<file path="src/rtl/core/assert_macros.svh">
// Assertion helpers shared by the RTL. Empty when SYNTH is defined.
`ifndef ASSERT_MACROS_SVH
`define ASSERT_MACROS_SVH

`ifndef SYNTH
`define ASSERT_ALWAYS(lbl, clk, rst_n, expr, msg) \
  lbl: assert property (@(posedge clk) disable iff (!rst_n) (expr)) else $error(msg);
`define ASSERT_IMPL(lbl, clk, rst_n, ante, cons, msg) \
  lbl: assert property (@(posedge clk) disable iff (!rst_n) (ante) |-> (cons)) else $error(msg);
`else
`define ASSERT_ALWAYS(lbl, clk, rst_n, expr, msg)
`define ASSERT_IMPL(lbl, clk, rst_n, ante, cons, msg)
`endif

`endif

</file>
<file path="src/rtl/core/dlcr_pkg.sv">
`default_nettype none

package dlcr_pkg;

  localparam int LED_COUNT       = 2;
  localparam int MODE_COUNT      = 10;
  localparam int WINDOW_SAMPLES  = 150;
  localparam int FLASH_ON_SAMPLE = 135;
  localparam int SUM_W           = 20;

  typedef logic [7:0]       duty_t;
  typedef logic [11:0]      amp_t;
  typedef logic [3:0]       mode_t;
  typedef logic [SUM_W-1:0] sum_t;
  typedef logic [1:0]       rs_t;
  typedef logic [2:0]       cmd_t;

  localparam amp_t  TEMP_KNEE   = 12'd3200;
  localparam amp_t  TEMP_LIMIT  = 12'd3350;
  localparam duty_t DERATE_SPAN = 8'(TEMP_LIMIT - TEMP_KNEE);
  localparam logic [3:0] UP_SETTLE   = 4'd10;
  localparam logic [3:0] DOWN_SETTLE = 4'd2;
  localparam logic [3:0] SETTLE_MAX  = 4'd15;

  // ramp states
  localparam rs_t RS_STABLE = 2'd0;
  localparam rs_t RS_OFF    = 2'd1;
  localparam rs_t RS_UP     = 2'd2;
  localparam rs_t RS_DOWN   = 2'd3;

  // lane commands
  localparam cmd_t CMD_NOP   = 3'd0;
  localparam cmd_t CMD_EVAL  = 3'd1;
  localparam cmd_t CMD_APPLY = 3'd2;
  localparam cmd_t CMD_TICK  = 3'd3;
  localparam cmd_t CMD_ACCUM = 3'd4;
  localparam cmd_t CMD_REGUL = 3'd5;
  localparam cmd_t CMD_CLEAR = 3'd6;

  // config register indexes
  localparam logic [1:0] CFG_MARGIN  = 2'd0;
  localparam logic [1:0] CFG_TURN_ON = 2'd1;
  localparam logic [1:0] CFG_CEILING = 2'd2;

  typedef struct packed {
    cmd_t        cmd;
    mode_t       mode;
    mode_t       old_mode;
    amp_t        sample;
    logic [7:0]  samples;
    amp_t        avg_temp;
    duty_t       turn_on;
    duty_t       ceiling;
    logic [3:0]  margin;
  } lane_ctl_t;

  typedef struct packed {
    logic  busy;
    logic  stable;
    logic  moved;
    duty_t target;
  } lane_sts_t;

  function automatic duty_t peak_current(mode_t m, logic led);
    duty_t v;
    case (m)
      4'd1:    v = led ? 8'd135 : 8'd0;
      4'd2:    v = led ? 8'd90  : 8'd54;
      4'd3:    v = led ? 8'd0   : 8'd90;
      4'd4:    v = led ? 8'd0   : 8'd54;
      4'd6:    v = led ? 8'd45  : 8'd0;
      4'd7:    v = led ? 8'd135 : 8'd0;
      4'd8:    v = led ? 8'd45  : 8'd0;
      4'd9:    v = led ? 8'd0   : 8'd45;
      default: v = 8'd0;
    endcase
    return v;
  endfunction

  function automatic logic flash_mode(mode_t m);
    logic f;
    case (m)
      4'd3, 4'd4, 4'd6: f = 1'b1;
      default:          f = 1'b0;
    endcase
    return f;
  endfunction

  function automatic logic derate_mode(mode_t m);
    logic f;
    case (m)
      4'd1, 4'd2, 4'd7, 4'd9: f = 1'b1;
      default:                f = 1'b0;
    endcase
    return f;
  endfunction

  function automatic logic [3:0] permit_code(mode_t m);
    logic [3:0] p;
    case (m)
      4'd1:    p = 4'd8;
      4'd5:    p = 4'd0;
      4'd6:    p = 4'd9;
      4'd8:    p = 4'd6;
      4'd9:    p = 4'd2;
      4'd0, 4'd2, 4'd3, 4'd4, 4'd7: p = 4'd1;
      default: p = 4'd0;
    endcase
    return p;
  endfunction

endpackage

`default_nettype wire

</file>
<file path="src/rtl/core/dlcr_div.sv">
`default_nettype none

// Restoring divider, one quotient bit per cycle.
module dlcr_div #(
  parameter int NW = 20,
  parameter int DW = 8
) (
  input  wire logic          clk,
  input  wire logic          rst_n,
  input  wire logic          start,
  input  wire logic [NW-1:0] num,
  input  wire logic [DW-1:0] den,
  output logic               busy,
  output logic [NW-1:0]      quo
);
  localparam int CW = $clog2(NW + 1);

  logic [CW-1:0] cnt_r, cnt_nxt;
  logic          busy_r, busy_nxt;
  logic [DW-1:0] rem_r, rem_nxt, den_r, den_nxt;
  logic [NW-1:0] q_r, q_nxt;
  logic [DW:0]   shifted, diff;

  always_comb begin
    shifted  = {rem_r, q_r[NW-1]};
    diff     = shifted - {1'b0, den_r};
    cnt_nxt  = cnt_r;
    busy_nxt = busy_r;
    rem_nxt  = rem_r;
    den_nxt  = den_r;
    q_nxt    = q_r;
    if (start) begin
      busy_nxt = 1'b1;
      cnt_nxt  = CW'(NW);
      rem_nxt  = '0;
      q_nxt    = num;
      den_nxt  = den;
    end else if (busy_r) begin
      if (shifted >= {1'b0, den_r}) begin
        rem_nxt = diff[DW-1:0];
        q_nxt   = {q_r[NW-2:0], 1'b1};
      end else begin
        rem_nxt = shifted[DW-1:0];
        q_nxt   = {q_r[NW-2:0], 1'b0};
      end
      cnt_nxt = cnt_r - 1'b1;
      if (cnt_r == CW'(1)) begin
        busy_nxt = 1'b0;
      end
    end
  end

  always_ff @(posedge clk) begin
    if (!rst_n) begin
      busy_r <= 1'b0;
      cnt_r  <= '0;
    end else begin
      busy_r <= busy_nxt;
      cnt_r  <= cnt_nxt;
    end
  end

  always_ff @(posedge clk) begin
    rem_r <= rem_nxt;
    den_r <= den_nxt;
    q_r   <= q_nxt;
  end

  assign busy = busy_r;
  assign quo  = q_r;

endmodule

`default_nettype wire

</file>
<file path="src/rtl/core/dlcr_lane.sv">
`default_nettype none

// One LED: duty target, ramp, settle, window sum, goal and mean evaluation.
module dlcr_lane (
  input  wire logic                clk,
  input  wire logic                rst_n,
  input  wire logic                led_sel,
  input  wire dlcr_pkg::lane_ctl_t ctl,
  output dlcr_pkg::lane_sts_t      sts
);
  localparam logic [1:0] LS_IDLE = 2'd0;
  localparam logic [1:0] LS_MUL  = 2'd1;
  localparam logic [1:0] LS_DIV  = 2'd2;

  localparam logic [1:0] GS_PLAIN  = 2'd0;
  localparam logic [1:0] GS_HALF   = 2'd1;
  localparam logic [1:0] GS_DERATE = 2'd2;

  // derating quotient by reciprocal multiply, exact for any 16-bit product
  localparam int          GDIV_SH    = 16 + $clog2(dlcr_pkg::DERATE_SPAN);
  localparam logic [63:0] GDIV_RECIP =
    ((64'd1 << GDIV_SH) + 64'(dlcr_pkg::DERATE_SPAN) - 64'd1) / 64'(dlcr_pkg::DERATE_SPAN);

  logic [1:0]           lst_r, lst_nxt;
  dlcr_pkg::duty_t      target_r, target_nxt;
  dlcr_pkg::rs_t        ramp_r, ramp_nxt;
  logic [3:0]           settle_r, settle_nxt;
  dlcr_pkg::sum_t       sum_r, sum_nxt;
  dlcr_pkg::amp_t       last_r, last_nxt;
  logic                 moved_r, moved_nxt;
  dlcr_pkg::duty_t      goal_r, goal_nxt, m_r, m_nxt;
  dlcr_pkg::amp_t       mean_r, mean_nxt;
  logic [15:0]          prod_r, prod_nxt;
  logic [32:0]          gprod_r, gprod_nxt;
  logic [1:0]           gsel_r, gsel_nxt;
  logic                 use_mdiv_r, use_mdiv_nxt;

  logic                 mdiv_start, mbusy;
  dlcr_pkg::sum_t       mq;
  logic [7:0]           gq;
  dlcr_pkg::amp_t       tdiff;
  dlcr_pkg::duty_t      peak_new, peak_old, lim;
  logic [3:0]           settle_inc;
  logic [12:0]          mean_lo, goal_hi;

  dlcr_div #(.NW(dlcr_pkg::SUM_W), .DW(8)) u_mdiv (
    .clk(clk), .rst_n(rst_n), .start(mdiv_start), .num(sum_r), .den(ctl.samples),
    .busy(mbusy), .quo(mq)
  );

  always_comb begin
    peak_new   = dlcr_pkg::peak_current(ctl.mode, led_sel);
    peak_old   = dlcr_pkg::peak_current(ctl.old_mode, led_sel);
    lim        = peak_new;
    tdiff      = dlcr_pkg::TEMP_LIMIT - ctl.avg_temp;
    settle_inc = (settle_r == dlcr_pkg::SETTLE_MAX) ? settle_r : settle_r + 1'b1;
    mean_lo    = {1'b0, mean_r} + {9'b0, ctl.margin};
    goal_hi    = {5'b0, goal_r} + {9'b0, ctl.margin};
    gq         = gprod_r[GDIV_SH +: 8];

    lst_nxt      = lst_r;
    target_nxt   = target_r;
    ramp_nxt     = ramp_r;
    settle_nxt   = settle_r;
    sum_nxt      = sum_r;
    last_nxt     = last_r;
    moved_nxt    = moved_r;
    goal_nxt     = goal_r;
    mean_nxt     = mean_r;
    m_nxt        = m_r;
    prod_nxt     = prod_r;
    gprod_nxt    = gprod_r;
    gsel_nxt     = gsel_r;
    use_mdiv_nxt = use_mdiv_r;
    mdiv_start   = 1'b0;

    case (lst_r)
      LS_MUL: begin
        gprod_nxt = prod_r * GDIV_RECIP[16:0];
        lst_nxt   = LS_DIV;
      end
      LS_DIV: begin
        if (!mbusy) begin
          case (gsel_r)
            GS_HALF:   goal_nxt = {1'b0, m_r[7:1]};
            GS_DERATE: goal_nxt = {1'b0, m_r[7:1]} + {2'b0, gq[7:2]} + {4'b0, gq[7:4]};
            default:   goal_nxt = m_r;
          endcase
          mean_nxt = use_mdiv_r ? mq[11:0] : last_r;
          lst_nxt  = LS_IDLE;
        end
      end
      default: begin
      end
    endcase

    case (ctl.cmd)
      dlcr_pkg::CMD_EVAL: begin
        m_nxt    = peak_new;
        prod_nxt = peak_new * tdiff[7:0];
        if (dlcr_pkg::derate_mode(ctl.mode) && ctl.avg_temp > dlcr_pkg::TEMP_KNEE) begin
          gsel_nxt = (ctl.avg_temp > dlcr_pkg::TEMP_LIMIT) ? GS_HALF : GS_DERATE;
        end else begin
          gsel_nxt = GS_PLAIN;
        end
        use_mdiv_nxt = (ctl.samples != 8'd0);
        mdiv_start   = (ctl.samples != 8'd0);
        lst_nxt      = LS_MUL;
      end
      dlcr_pkg::CMD_APPLY: begin
        if (goal_r == 8'd0 && target_r != 8'd0) begin
          ramp_nxt = dlcr_pkg::RS_OFF;
        end else if ({4'b0, goal_r} > mean_r) begin
          ramp_nxt = dlcr_pkg::RS_UP;
        end else if ({4'b0, goal_r} < mean_r) begin
          ramp_nxt = dlcr_pkg::RS_DOWN;
        end
        settle_nxt = '0;
        sum_nxt    = '0;
        // LED switched on between two lit modes starts from the turn-on duty
        if (ctl.old_mode != 4'd0 && ctl.mode != 4'd0 && peak_old == 8'd0 &&
            peak_new != 8'd0) begin
          target_nxt = ctl.turn_on;
        end
      end
      dlcr_pkg::CMD_TICK: begin
        last_nxt  = ctl.sample;
        moved_nxt = 1'b0;
        case (ramp_r)
          dlcr_pkg::RS_OFF: begin
            if (target_r != 8'd0) begin
              target_nxt = target_r - 1'b1;
              moved_nxt  = 1'b1;
            end else begin
              ramp_nxt = dlcr_pkg::RS_STABLE;
            end
          end
          dlcr_pkg::RS_UP: begin
            if (ctl.sample < {4'b0, lim}) begin
              settle_nxt = '0;
              moved_nxt  = 1'b1;
              target_nxt = (target_r < ctl.ceiling) ? target_r + 1'b1 : ctl.ceiling;
            end else begin
              settle_nxt = settle_inc;
              if (settle_inc > dlcr_pkg::UP_SETTLE) ramp_nxt = dlcr_pkg::RS_STABLE;
            end
          end
          dlcr_pkg::RS_DOWN: begin
            if (ctl.sample > {4'b0, lim}) begin
              settle_nxt = '0;
              moved_nxt  = 1'b1;
              if (target_r == 8'd0) begin
                target_nxt = 8'd0;
              end else if (target_r > ctl.ceiling) begin
                target_nxt = ctl.ceiling;
              end else begin
                target_nxt = target_r - 1'b1;
              end
            end else begin
              settle_nxt = settle_inc;
              if (settle_inc > dlcr_pkg::DOWN_SETTLE) ramp_nxt = dlcr_pkg::RS_STABLE;
            end
          end
          default: begin
          end
        endcase
      end
      dlcr_pkg::CMD_ACCUM: begin
        sum_nxt = sum_r + {8'b0, last_r};
      end
      dlcr_pkg::CMD_REGUL: begin
        if (goal_r != 8'd0) begin
          if (mean_lo < {5'b0, goal_r}) begin
            if (target_r != 8'hFF) target_nxt = target_r + 1'b1;
            moved_nxt = 1'b1;
          end else if ({1'b0, mean_r} > goal_hi) begin
            if (target_r != 8'd0) target_nxt = target_r - 1'b1;
            moved_nxt = 1'b1;
          end
        end
      end
      dlcr_pkg::CMD_CLEAR: begin
        sum_nxt = '0;
      end
      default: begin
      end
    endcase
  end

  always_ff @(posedge clk) begin
    if (!rst_n) begin
      lst_r    <= LS_IDLE;
      target_r <= '0;
      ramp_r   <= dlcr_pkg::RS_STABLE;
      settle_r <= '0;
      sum_r    <= '0;
      last_r   <= '0;
      moved_r  <= 1'b0;
    end else begin
      lst_r    <= lst_nxt;
      target_r <= target_nxt;
      ramp_r   <= ramp_nxt;
      settle_r <= settle_nxt;
      sum_r    <= sum_nxt;
      last_r   <= last_nxt;
      moved_r  <= moved_nxt;
    end
  end

  always_ff @(posedge clk) begin
    goal_r     <= goal_nxt;
    mean_r     <= mean_nxt;
    m_r        <= m_nxt;
    prod_r     <= prod_nxt;
    gprod_r    <= gprod_nxt;
    gsel_r     <= gsel_nxt;
    use_mdiv_r <= use_mdiv_nxt;
  end

  assign sts.busy   = (lst_r != LS_IDLE);
  assign sts.stable = (ramp_r == dlcr_pkg::RS_STABLE);
  assign sts.moved  = moved_r;
  assign sts.target = target_r;

endmodule

`default_nettype wire

</file>
<file path="src/rtl/core/dual_led_current_regulator.sv">
`default_nettype none

// Channel  Dir  Handshake             Payload
// in_      in   in_tvalid/in_tready   tuser: action; tdata: mode, amp1, amp2, temp
// out_     out  out_tvalid/out_tready tdata: duty1, duty2, mode, stable, written
// cfg_     in   cfg_valid/cfg_ready   cfg_index, cfg_data (always ready)
//
// One transaction at a time. A mode request adds a lane evaluation (with a lane mean
// division if the window holds samples); a window end in a non-flashing mode adds the
// temperature average by reciprocal multiply, then the lane divisions.
// Lane mean dividers produce one quotient bit per cycle.
// rst_n is synchronous, active low. A finished result sits in the output
// register; the next input is taken meanwhile, and the sequencer holds at the
// end of that item until the output register is free.
module dual_led_current_regulator #(
  parameter int WINDOW_SAMPLES  = dlcr_pkg::WINDOW_SAMPLES,
  parameter int FLASH_ON_SAMPLE = dlcr_pkg::FLASH_ON_SAMPLE
) (
  input  wire logic        clk,
  input  wire logic        rst_n,
  input  wire logic        in_tvalid,
  output logic             in_tready,
  input  wire logic [39:0] in_tdata,  // requested_mode, amp_first, amp_second, temp_sample
  input  wire logic [0:0]  in_tuser,  // action
  output logic             out_tvalid,
  input  wire logic        out_tready,
  output logic [23:0]      out_tdata, // duty_first, duty_second, lamp_mode, all_stable,
                                      // duty_written, zero pad
  input  wire logic        cfg_valid,
  output logic             cfg_ready,
  input  wire logic [1:0]  cfg_index,
  input  wire logic [7:0]  cfg_data
);
  localparam int NL = dlcr_pkg::LED_COUNT;

  // window temperature sum stays below 2^SUM_W, so the reciprocal is exact
  localparam int          TDIV_SH    = dlcr_pkg::SUM_W + $clog2(WINDOW_SAMPLES);
  localparam logic [63:0] TDIV_RECIP =
    ((64'd1 << TDIV_SH) + 64'(WINDOW_SAMPLES) - 64'd1) / 64'(WINDOW_SAMPLES);

  localparam logic [3:0] ST_IDLE      = 4'd0;
  localparam logic [3:0] ST_REQ_EVAL  = 4'd1;
  localparam logic [3:0] ST_REQ_WAIT  = 4'd2;
  localparam logic [3:0] ST_APPLY     = 4'd3;
  localparam logic [3:0] ST_TICK      = 4'd4;
  localparam logic [3:0] ST_ACC       = 4'd5;
  localparam logic [3:0] ST_TEMP      = 4'd6;
  localparam logic [3:0] ST_REG_EVAL  = 4'd8;
  localparam logic [3:0] ST_REG_WAIT  = 4'd9;
  localparam logic [3:0] ST_REGUL     = 4'd10;
  localparam logic [3:0] ST_CLEAR     = 4'd11;
  localparam logic [3:0] ST_FIN       = 4'd12;

  logic [3:0]          st_r, st_nxt;
  dlcr_pkg::mode_t     mode_r, mode_nxt, want_r;
  logic [7:0]          samples_r, samples_nxt, cnt1;
  dlcr_pkg::sum_t      tsum_r, tsum_nxt;
  dlcr_pkg::amp_t      avg_r, avg_nxt;
  dlcr_pkg::duty_t     driven_r [NL], driven_nxt [NL];
  logic                wr_r, wr_nxt;
  logic                out_valid_r, out_valid_nxt;
  logic [23:0]         out_data_r, out_data_nxt;
  logic [3:0]          margin_r;
  dlcr_pkg::duty_t     turnon_r, ceil_r;
  dlcr_pkg::amp_t      amp_r [NL];
  dlcr_pkg::amp_t      temp_r;

  dlcr_pkg::lane_ctl_t lane_ctl [NL];
  dlcr_pkg::lane_sts_t lane_sts [NL];
  dlcr_pkg::cmd_t      cmd;
  logic                in_fire, req_ok, both_stable, any_busy, any_moved, slot_free;
  logic [2*dlcr_pkg::SUM_W:0] tprod;
  dlcr_pkg::mode_t     in_mode;

  assign in_fire   = in_tvalid && in_tready;
  assign in_tready = (st_r == ST_IDLE);
  assign cfg_ready = 1'b1;
  assign in_mode   = in_tdata[3:0];
  assign slot_free = !out_valid_r || out_tready;

  // request guards: not the current mode, in range, permitted
  assign req_ok = in_tuser[0] && (in_mode != mode_r) &&
                  (in_mode < 4'(dlcr_pkg::MODE_COUNT)) &&
                  (dlcr_pkg::permit_code(in_mode) != 4'd0);

  // lanes: one per LED
  genvar g;
  generate
    for (g = 0; g < NL; g++) begin : g_lane
      assign lane_ctl[g].cmd      = cmd;
      assign lane_ctl[g].mode     = (st_r == ST_REQ_EVAL || st_r == ST_APPLY) ? want_r : mode_r;
      assign lane_ctl[g].old_mode = mode_r;
      assign lane_ctl[g].sample   = amp_r[g];
      assign lane_ctl[g].samples  = samples_r;
      assign lane_ctl[g].avg_temp = avg_r;
      assign lane_ctl[g].turn_on  = turnon_r;
      assign lane_ctl[g].ceiling  = ceil_r;
      assign lane_ctl[g].margin   = margin_r;

      dlcr_lane u_lane (
        .clk(clk), .rst_n(rst_n), .led_sel(1'(g)), .ctl(lane_ctl[g]), .sts(lane_sts[g])
      );
    end
  endgenerate

  // merge stage: lane flags combined
  always_comb begin
    both_stable = 1'b1;
    any_busy    = 1'b0;
    any_moved   = 1'b0;
    for (int i = 0; i < NL; i++) begin
      both_stable = both_stable & lane_sts[i].stable;
      any_busy    = any_busy | lane_sts[i].busy;
      any_moved   = any_moved | lane_sts[i].moved;
    end
  end

  always_comb begin
    case (st_r)
      ST_REQ_EVAL, ST_REG_EVAL: cmd = dlcr_pkg::CMD_EVAL;
      ST_APPLY:                 cmd = dlcr_pkg::CMD_APPLY;
      ST_TICK:                  cmd = dlcr_pkg::CMD_TICK;
      ST_ACC:                   cmd = both_stable ? dlcr_pkg::CMD_ACCUM : dlcr_pkg::CMD_NOP;
      ST_REGUL:                 cmd = dlcr_pkg::CMD_REGUL;
      ST_CLEAR:                 cmd = dlcr_pkg::CMD_CLEAR;
      default:                  cmd = dlcr_pkg::CMD_NOP;
    endcase
  end

  always_comb begin
    st_nxt        = st_r;
    mode_nxt      = mode_r;
    samples_nxt   = samples_r;
    tsum_nxt      = tsum_r;
    avg_nxt       = avg_r;
    wr_nxt        = wr_r;
    out_valid_nxt = out_valid_r;
    out_data_nxt  = out_data_r;
    cnt1          = samples_r + 1'b1;
    // window-average temperature: sum times reciprocal of the window length
    tprod         = tsum_r * TDIV_RECIP[dlcr_pkg::SUM_W:0];
    for (int i = 0; i < NL; i++) driven_nxt[i] = driven_r[i];

    if (out_valid_r && out_tready) out_valid_nxt = 1'b0;

    case (st_r)
      ST_IDLE: begin
        if (in_fire) begin
          wr_nxt = 1'b0;
          st_nxt = req_ok ? ST_REQ_EVAL : ST_TICK;
        end
      end
      ST_REQ_EVAL: st_nxt = ST_REQ_WAIT;
      ST_REQ_WAIT: begin
        if (!any_busy) st_nxt = ST_APPLY;
      end
      ST_APPLY: begin
        mode_nxt    = want_r;
        samples_nxt = '0;
        tsum_nxt    = '0;
        st_nxt      = ST_TICK;
      end
      ST_TICK: st_nxt = ST_ACC;
      ST_ACC: begin
        st_nxt = ST_FIN;
        if (both_stable) begin
          samples_nxt = cnt1;
          tsum_nxt    = tsum_r + {8'b0, temp_r};
          if (dlcr_pkg::flash_mode(mode_r)) begin
            // flashing: blank at window start, relight at the flash-on sample
            if (cnt1 == 8'd1) begin
              for (int i = 0; i < NL; i++) driven_nxt[i] = '0;
              wr_nxt = 1'b1;
            end else if (cnt1 == 8'(FLASH_ON_SAMPLE)) begin
              for (int i = 0; i < NL; i++) driven_nxt[i] = lane_sts[i].target;
              wr_nxt = 1'b1;
            end
          end
          if (cnt1 >= 8'(WINDOW_SAMPLES)) begin
            st_nxt = dlcr_pkg::flash_mode(mode_r) ? ST_CLEAR : ST_TEMP;
          end
        end
      end
      ST_TEMP: begin
        avg_nxt = tprod[TDIV_SH +: 12];
        st_nxt  = ST_REG_EVAL;
      end
      ST_REG_EVAL: st_nxt = ST_REG_WAIT;
      ST_REG_WAIT: begin
        if (!any_busy) st_nxt = ST_REGUL;
      end
      ST_REGUL: st_nxt = ST_CLEAR;
      ST_CLEAR: begin
        samples_nxt = '0;
        tsum_nxt    = '0;
        st_nxt      = ST_FIN;
      end
      ST_FIN: begin
        if (slot_free) begin
          if (any_moved) begin
            for (int i = 0; i < NL; i++) driven_nxt[i] = lane_sts[i].target;
          end
          out_data_nxt  = {2'b00, wr_r | any_moved, both_stable, mode_r,
                           driven_nxt[1], driven_nxt[0]};
          out_valid_nxt = 1'b1;
          wr_nxt        = wr_r | any_moved;
          st_nxt        = ST_IDLE;
        end
      end
      default: st_nxt = ST_IDLE;
    endcase
  end

  always_ff @(posedge clk) begin
    if (!rst_n) begin
      st_r        <= ST_IDLE;
      mode_r      <= '0;
      samples_r   <= '0;
      tsum_r      <= '0;
      avg_r       <= '0;
      wr_r        <= 1'b0;
      out_valid_r <= 1'b0;
      margin_r    <= 4'd2;
      turnon_r    <= 8'd60;
      ceil_r      <= 8'd190;
      for (int i = 0; i < NL; i++) driven_r[i] <= '0;
    end else begin
      st_r        <= st_nxt;
      mode_r      <= mode_nxt;
      samples_r   <= samples_nxt;
      tsum_r      <= tsum_nxt;
      avg_r       <= avg_nxt;
      wr_r        <= wr_nxt;
      out_valid_r <= out_valid_nxt;
      for (int i = 0; i < NL; i++) driven_r[i] <= driven_nxt[i];
      if (cfg_valid && cfg_ready) begin
        case (cfg_index)
          dlcr_pkg::CFG_MARGIN:  margin_r <= cfg_data[3:0];
          dlcr_pkg::CFG_TURN_ON: turnon_r <= cfg_data;
          dlcr_pkg::CFG_CEILING: ceil_r   <= cfg_data;
          default: begin
          end
        endcase
      end
    end
  end

  // item payload capture
  always_ff @(posedge clk) begin
    out_data_r <= out_data_nxt;
    if (in_fire) begin
      want_r   <= in_mode;
      amp_r[0] <= in_tdata[15:4];
      amp_r[1] <= in_tdata[27:16];
      temp_r   <= in_tdata[39:28];
    end
  end

  assign out_tvalid = out_valid_r;
  assign out_tdata  = out_data_r;

`include "assert_macros.svh"

  `ASSERT_IMPL(a_lanes_quiet_idle, clk, rst_n, st_r == ST_IDLE, !any_busy, "lane busy in idle")
  `ASSERT_ALWAYS(a_window_bound, clk, rst_n, samples_r <= 8'(WINDOW_SAMPLES), "window count overrun")
  `ASSERT_ALWAYS(a_mode_range, clk, rst_n, mode_r < 4'(dlcr_pkg::MODE_COUNT), "lamp mode out of range")

endmodule

`default_nettype wire

</file>
<file path="config.mk">
export PLATFORM = sky130hd
export DESIGN_NAME = dual_led_current_regulator
export DESIGN_NICKNAME = d
export VERILOG_FILES = /design/src/rtl/core/dlcr_pkg.sv /design/src/rtl/core/dlcr_div.sv /design/src/rtl/core/dlcr_lane.sv /design/src/rtl/core/dual_led_current_regulator.sv
export VERILOG_INCLUDE_DIRS = /design/src /design/src/rtl/core
export SDC_FILE = /design/constraint.sdc
export NUM_CORES = 2
export LEC_CHECK = 0
export ABC_AREA = 0
export BUFFER_PORTS_ARGS = -buffer_cell sky130_fd_sc_hd__buf_2
export CELL_PAD_IN_SITES_DETAIL_PLACEMENT = 1
export CELL_PAD_IN_SITES_GLOBAL_PLACEMENT = 2
export CORE_ASPECT_RATIO = 1.1
export CORE_UTILIZATION = 46
export DETAILED_ROUTE_END_ITERATION = 10
export PLACE_DENSITY = 0.9
export SYNTH_ARGS = -nofsm -noshare
export SYNTH_HDL_FRONTEND = slang
export SYNTH_SLANG_ARGS = --single-unit
</file>
<file path="constraint.sdc">
create_clock -name clk -period 10.4 [get_ports clk]
set_input_delay 1.04 -clock clk [delete_from_list [all_inputs] [get_ports clk]]
set_output_delay 1.04 -clock clk [all_outputs]
set_load 0.01 [all_outputs]
</file>
Yosys cells after proc, flatten, opt, wreduce, memory -nomap -nowiden
Memories as Yosys holds them, arrays and structs flattened.
Cells that the tools add are included.
W data, S select, Z words.
{"block": "totals", "register_bits": 437, "input_bits": 56, "ram_bits": 40, "memories": 3, "out_inout_bits": 27, "mem_bits_ro": 64}
{"name": "(no name shown)", "words": 16, "word_bits": 4, "rd": 1, "rd_clocked_by_memory_dff": 0, "wr": 0, "line": "dlcr_pkg.sv:100", "source": "case (m)"}
{"name": "amp_r", "words": 2, "word_bits": 12, "rd": 2, "rd_clocked_by_memory_dff": 0, "wr": 2, "line": "dual_led_current_regulator.sv:65", "source": "dlcr_pkg::amp_t amp_r [NL];"}
{"name": "driven_r", "words": 2, "word_bits": 8, "rd": 2, "rd_clocked_by_memory_dff": 0, "wr": 2, "line": "dual_led_current_regulator.sv:59", "source": "dlcr_pkg::duty_t driven_r [NL], driven_nxt [NL];"}
{"block": "classes", "bitwise": 9, "multipliers": 5, "mux": 155, "eq_ne": 95, "reduce_logical": 84, "add_sub_neg": 23, "order_cmp": 26}
{"cell": "$mux W8", "count": 27}
{"cell": "$pmux W8 S3", "count": 6}
{"cell": "$pmux W20 S2", "count": 3}
{"cell": "$mux W20", "count": 5}
{"cell": "$mux W16", "count": 6}
{"cell": "$mul A16 B17 Y32 const B", "count": 2}
{"cell": "$add A20 B12 Y20", "count": 3}
{"cell": "$mux W4", "count": 14}
{"cell": "$reduce_bool A8 Y1", "count": 7}
{"cell": "$logic_not A8 Y1", "count": 6}
{"cell": "$pmux W4 S12", "count": 1}
{"cell": "$pmux W8 S2", "count": 3}
{"cell": "$eq A4 B4 Y1 const B", "count": 11}
{"cell": "$mux W1", "count": 44}
{"cell": "$pmux W7 S3", "count": 2}
{"cell": "$mul A20 B20 Y39 const B", "count": 1}
{"cell": "$mux W2", "count": 19}
{"cell": "$eq A4 B3 Y1 const B", "count": 9}
{"cell": "$pmux W16 S2", "count": 1}
{"cell": "$pmux W4 S2", "count": 4}
{"cell": "$reduce_and A8 Y1", "count": 4}
{"cell": "$ne A3 B2 Y1 const B", "count": 10}
{"cell": "$ne A3 B3 Y1 const B", "count": 10}
{"cell": "$add A12 B4 Y13", "count": 2}
{"cell": "70 further kinds", "count": 197}

Longest topological paths before layout
{"block": "logic_depth", "depth_word": 10, "depth_mapped": 27, "ltp_nobuf": 25}

Cells and area by module
From an unflattened synthesis, not the netlist that was laid out.
{"block": "hier_totals", "hier_cells": 4698, "area_unflattened_um2": 45524.9}
{"module": "dlcr_lane at g_lane[1].u_lane", "instances": 1, "cells_each": 1570, "area_each_um2": 14367.5}
{"module": "dlcr_lane at g_lane[0].u_lane", "instances": 1, "cells_each": 1540, "area_each_um2": 14246.2}
{"module": "dual_led_current_regulator", "instances": 1, "cells_each": 1244, "area_each_um2": 12697.2}
{"module": "dlcr_div", "instances": 2, "cells_each": 172, "area_each_um2": 2107.0}

Worst setup path after synthesis
OpenSTA, ideal clock, no wires.
{"block": "synth_path", "path_kind": "register -> register", "from": "reg tsum_r[11]", "to": "reg avg_r[6]", "arrival_time_ps": 6127, "setup_time_ps": 122, "period_less_slack_ps": 6249, "path_slack_ps": 4151, "t_required_ps": 10278, "stages_incl_launch_ff": 24, "cell_sequence": "dfxtp_1 -> fa_1 -> fa_1 -> inv_1 -> fa_1 -> inv_1 -> fa_1 -> inv_1 -> fa_1 -> inv_1 -> ha_1 -> inv_1 -> fa_1 -> inv_1 -> ha_1 -> a21o_1 -> a21o_1 -> a221o_1 -> a211oi_2 -> o21ai_1 -> o21a_1 -> o21ai_1 -> nand2b_1 -> a311o_1"}
{"block": "synth_via", "elab_chain_cells": 1}
{"item": "from (decl)", "line": "dual_led_current_regulator.sv:57", "source": "dlcr_pkg::sum_t tsum_r, tsum_nxt;"}
{"item": "from (signal assigned)", "line": "dual_led_current_regulator.sv:231", "source": "tsum_r <= tsum_nxt;"}
{"item": "$mul A20 B20 Y39", "line": "dual_led_current_regulator.sv:141", "source": "tprod = tsum_r * TDIV_RECIP[dlcr_pkg::SUM_W:0];"}
{"item": "to (signal assigned)", "line": "dual_led_current_regulator.sv:232", "source": "avg_r <= avg_nxt;"}
{"item": "to (decl)", "line": "dual_led_current_regulator.sv:58", "source": "dlcr_pkg::amp_t avg_r, avg_nxt;"}
Every way passes these cells.
A chain may end at the register's enable or synchronous reset.

Final worst setup path
{"block": "layout_path", "from": "reg st_r[0]", "to": "reg g_lane[1].u_lane.prod_r[15] (data pin)"}
{"block": "layout_via", "elab_chain_cells": 7, "word_cells_on_any_way": 13, "classes_between": "mul (1); eq/ne (7); mux (2); reduce/logical (3)"}
{"item": "from (decl)", "line": "dual_led_current_regulator.sv:54", "source": "logic [3:0] st_r, st_nxt;"}
{"item": "from (signal assigned)", "line": "dual_led_current_regulator.sv:228", "source": "st_r <= st_nxt;"}
{"item": "$eq A4 B1 Y1 or $eq A4 B2 Y1 (tied branches)", "line": "dual_led_current_regulator.sv:91", "source": "assign lane_ctl[g].mode = (st_r == ST_REQ_EVAL || st_r == ST_APPLY) ? want_r : mode_r;"}
{"item": "$logic_or A1 B1 Y1 (*)", "line": "dual_led_current_regulator.sv:91"}
{"item": "$mux W4 (*)", "line": "dual_led_current_regulator.sv:91"}
{"item": "$eq A4 B3 Y1 (tied with other cells)"}
{"item": "$reduce_or A2 Y1 (no line)"}
{"item": "$pmux W8 S3 (*)", "line": "dlcr_pkg.sv:66", "source": "case (m)"}
{"item": "$mul A8 B8 Y16 (*)", "line": "dlcr_lane.sv:100", "source": "prod_nxt = peak_new * tdiff[7:0];"}
{"item": "to (signal assigned)", "line": "dlcr_lane.sv:214", "source": "prod_r <= prod_nxt;"}
{"item": "to (decl)", "line": "dlcr_lane.sv:33", "source": "logic [15:0] prod_r, prod_nxt;"}
Mark *: on every way between the ends. The rest lies on a longest branch, timed or not.

==> qor.txt <==
power density over cell area - 350 mW/mm2
DRT Pass-1 Iters - 5
CTS tree - built
Core ar. - 0.0909 mm2
initial antenna violation count - 2
GRT Resource Usage Total - 25.1%
worst hold margin - 457 ps
Buf/Inv on CP - 5
clk sinks - 419
RSZ-0062 raised after global routing - false
clock buffer depth - 3
syn_area_per_cell - 9.70 um2
# Post-CTS Setup Buffers - 0
Synth Cell Area - 0.0421 mm2
r2r worst-path depth - 22
Reg-to-Reg End - g_lane[1].u_lane.prod_r[15]$_DFFE_PP_
largest net degree at the start of global routing - 61
Distinct cells, synth - 93
Post-DRT Antenna Nets - 0
MaxCap Viol Count - 0
Async SR Flop Fraction - 0%
CP Launch Point - st_r[0]$_SDFFE_PN0P_
post-CTS sizing - 0
Power Total - 15.9 mW
Avg WL per Cell - 20.8 um
commonest cells after routing, fill and taps aside - ha_1 (658), inv_1 (640), fa_1 (391)
mux contribution to synthesized area - 2.03%
Reg clk slew, reported paths - 60 ps
routed vias/inst - 5.64
final setup vio count - 0
fin crit period - 7310 ps
hold crit path type - flop to flop
Worst-Skew Late Latency - 630 ps
First DRT Iteration DRCs - 1631
final hold violations - 0
hold buffers post-CTS - 0
Worst Setup Start Kind - flop
slowest stage cell, crit path - or4_1
Simple-Gate Fraction of Synth Area - 11.4%
PortBufs - 79
Worst Path Required - 10750 ps
ratio of final minimum period to clock period - 70.3%
Leak - 22.0 nW
reg2reg setup slack - 3090 ps
Max IR drop VDD - 0.000556 V
critical path type - flop to flop
# H-tree levels - 2
Synth Flop Type - dfxtp_1
Slew Limit Fails - 0
layout overhead on the synthesized area - 7.93%
Achievable Freq - 137 MHz
GRT overflow - 0
vias in the first global route - 34000
total wire length - 116000 um
most common cell after layout, fill and taps aside - ha_1
ratio of cells with drive above 1 in the final layout - 6.48%
skew final - 31.4 ps
status - finished, final reports clean
Num CTS Buffers - 51
fillers - 10200
Worst Setup End Kind - flop
final net count - 5476
die area - 0.0928 mm2
Gate Count Post-Synth - 4341
xor/xnor cell area share of the yosys netlist - 4.08%
worst-path cell chain - nor3b_2, buf_4, mux2_2, and2_1, or4_1, a21oi_1, inv_1, fa_1, fa_1, inv_1, fa_1, inv_1, fa_1, inv_1, ha_1, a21boi_1, o21ai_0, nand2b_1, a21o_1, a41o_1, o41a_1, xnor2_1
Yosys warnings - 0
Die Wd - 290 um
delay-heaviest family, CP - adder cells
number of flops mapped to enable cells by yosys - 207
# rows - 116
CTS root buf - clkbuf_16
Rel. slew slack - 13.9%
Critical Path End - g_lane[1].u_lane.prod_r[15]$_DFFE_PP_
Critical Path Stages - 22
dpl hpwl - 92400 um
Yosys reg bits - 419
Worst path max stage delay - 720 ps
Adder-Cell Fraction of Synth Area - 38.1%
r2r startpoint - st_r[0]$_SDFFE_PN0P_
Crit Path Max Fanout - 19
number of remaining DRC errors - 0
io pins - 83
number of antenna diodes - 0
Slew @ Worst Pin - 1260 ps
main combinational cell family by area after synthesis - adder cells
Worst Path Arrival - 7660 ps
die height - 319 um
Initial Util - 46.3%
gp weighted congestion - 0.912
global-route wire length before repair - 186000 um
post-synthesis sequential area ratio - 24.8%
Compound-Gate Fraction of Synth Area - 12.5%
Setup TNS - 0 ps
routed vias - 31500
-- kinds of logic (layout without fill, tap and decap cells) --
logic type	after synthesis	count (layout)
AO/OA/AOI/OAI	784	784
XOR/XNOR	196	196
adder cells (fa/ha/maj)	1049	1049
buffers and inverters	780	851
flip-flops	419	419
multiplexers	80	80
other	2	3
AND/OR/NAND/NOR	1031	1031
-- how the worst min path moves through the flow --
| stage | startpoint | to | slack, ps | cells past startpoint |
|---|---|---|---|---|
| after floorplan | samples_r[2]$_SDFFE_PN0P_ | g_lane[1].u_lane.u_mdiv.den_r[2]$_DFFE_PP_ | 400 | 0 |
| after global placement | avg_r[8]$_SDFFE_PN0P_ | avg_r[8]$_SDFFE_PN0P_ | 440 | 2 |
| after detailed placement | avg_r[8]$_SDFFE_PN0P_ | avg_r[8]$_SDFFE_PN0P_ | 450 | 2 |
| after CTS | avg_r[8]$_SDFFE_PN0P_ | avg_r[8]$_SDFFE_PN0P_ | 450 | 2 |
| after global routing | avg_r[8]$_SDFFE_PN0P_ | avg_r[8]$_SDFFE_PN0P_ | 470 | 2 |
| final | avg_r[8]$_SDFFE_PN0P_ | avg_r[8]$_SDFFE_PN0P_ | 460 | 2 |
-- Yosys cell counts, types with 45 or more instances --
| cell type | number | area share (%) |
|---|---|---|
| o21ai_0 | 116 | 1.4 |
| nand2_1 | 391 | 3.5 |
| a21o_1 | 80 | 1.4 |
| xnor2_1 | 126 | 2.6 |
| nor3_1 | 66 | 0.78 |
| dfxtp_1 | 212 | 10 |
| nor2_1 | 241 | 2.1 |
| xor2_1 | 70 | 1.5 |
| ha_1 | 658 | 20 |
| a21oi_1 | 238 | 2.8 |
| clkbuf_1 | 102 | 0.91 |
| fa_1 | 391 | 19 |
| nor2b_1 | 45 | 0.67 |
| nand3_1 | 86 | 1.0 |
| inv_1 | 640 | 5.7 |
| a211oi_1 | 55 | 0.98 |
| edfxtp_1 | 207 | 15 |
-- per-layer routing --
layer	vias up	GRT usage, %	routed length, um
met2	560	43.8	56500
li1	14900	-	-
met3	171	2.86	4740
met4	4	7.00	3290
met1	15900	32.8	51600
met5	-	0.415	70
-- through the flow --
stage	instance area, um2	setup WS (ps)	std cells	utilization (%)
5_1_grt	45400	2710	5593	50.0
2_1_floorplan	42100	4150	4342	-
3_5_place_dp	43700	3240	5498	48.1
4_1_cts	45400	3130	5593	50.0
3_3_place_gp	43700	3360	5498	48.1
6_report	45400	3090	5593	50.0
-- cell type report --
cell class	instances	area, um2	share of cell area (%)
inverters	646	2430	5.34
clock buffers	71	1390	3.06
flip-flops and latches	419	10500	23.0
well taps	1180	1480	3.25
clock inverters	24	355	0.782
multi-input cells	3143	28700	63.2
repair buffers	110	628	1.38
-- sequential cells by signal (all words and copies together) (netlist names), 10 cells and up --
signal / cells
amp_r: 24
avg_r: 12
driven_r: 16
g_lane.u_lane.goal_r: 16
g_lane.u_lane.gprod_r: 12
g_lane.u_lane.last_r: 24
g_lane.u_lane.m_r: 11
g_lane.u_lane.mean_r: 24
g_lane.u_lane.prod_r: 31
g_lane.u_lane.sum_r: 40
g_lane.u_lane.target_r: 16
g_lane.u_lane.u_mdiv.cnt_r: 10
g_lane.u_lane.u_mdiv.quo: 40
g_lane.u_lane.u_mdiv.rem_r: 16
out_tdata: 22
temp_r: 12
tsum_r: 20
-- tightest hold or removal path, stage by stage, from the launching register on --
cell,delay [ps]
dfxtp_1,310
nand2_1,50
a21oi_1,50
-- where the power goes --
group          switching [mW]  internal [mW]  total [mW]  leakage [nW]
clock                   0.760           1.11        1.87         0.842
sequential              0.382           2.12        2.50          3.64
combinational            6.50           5.01        11.5          17.5
No activity file was read; power rests on OpenSTA's default activity.
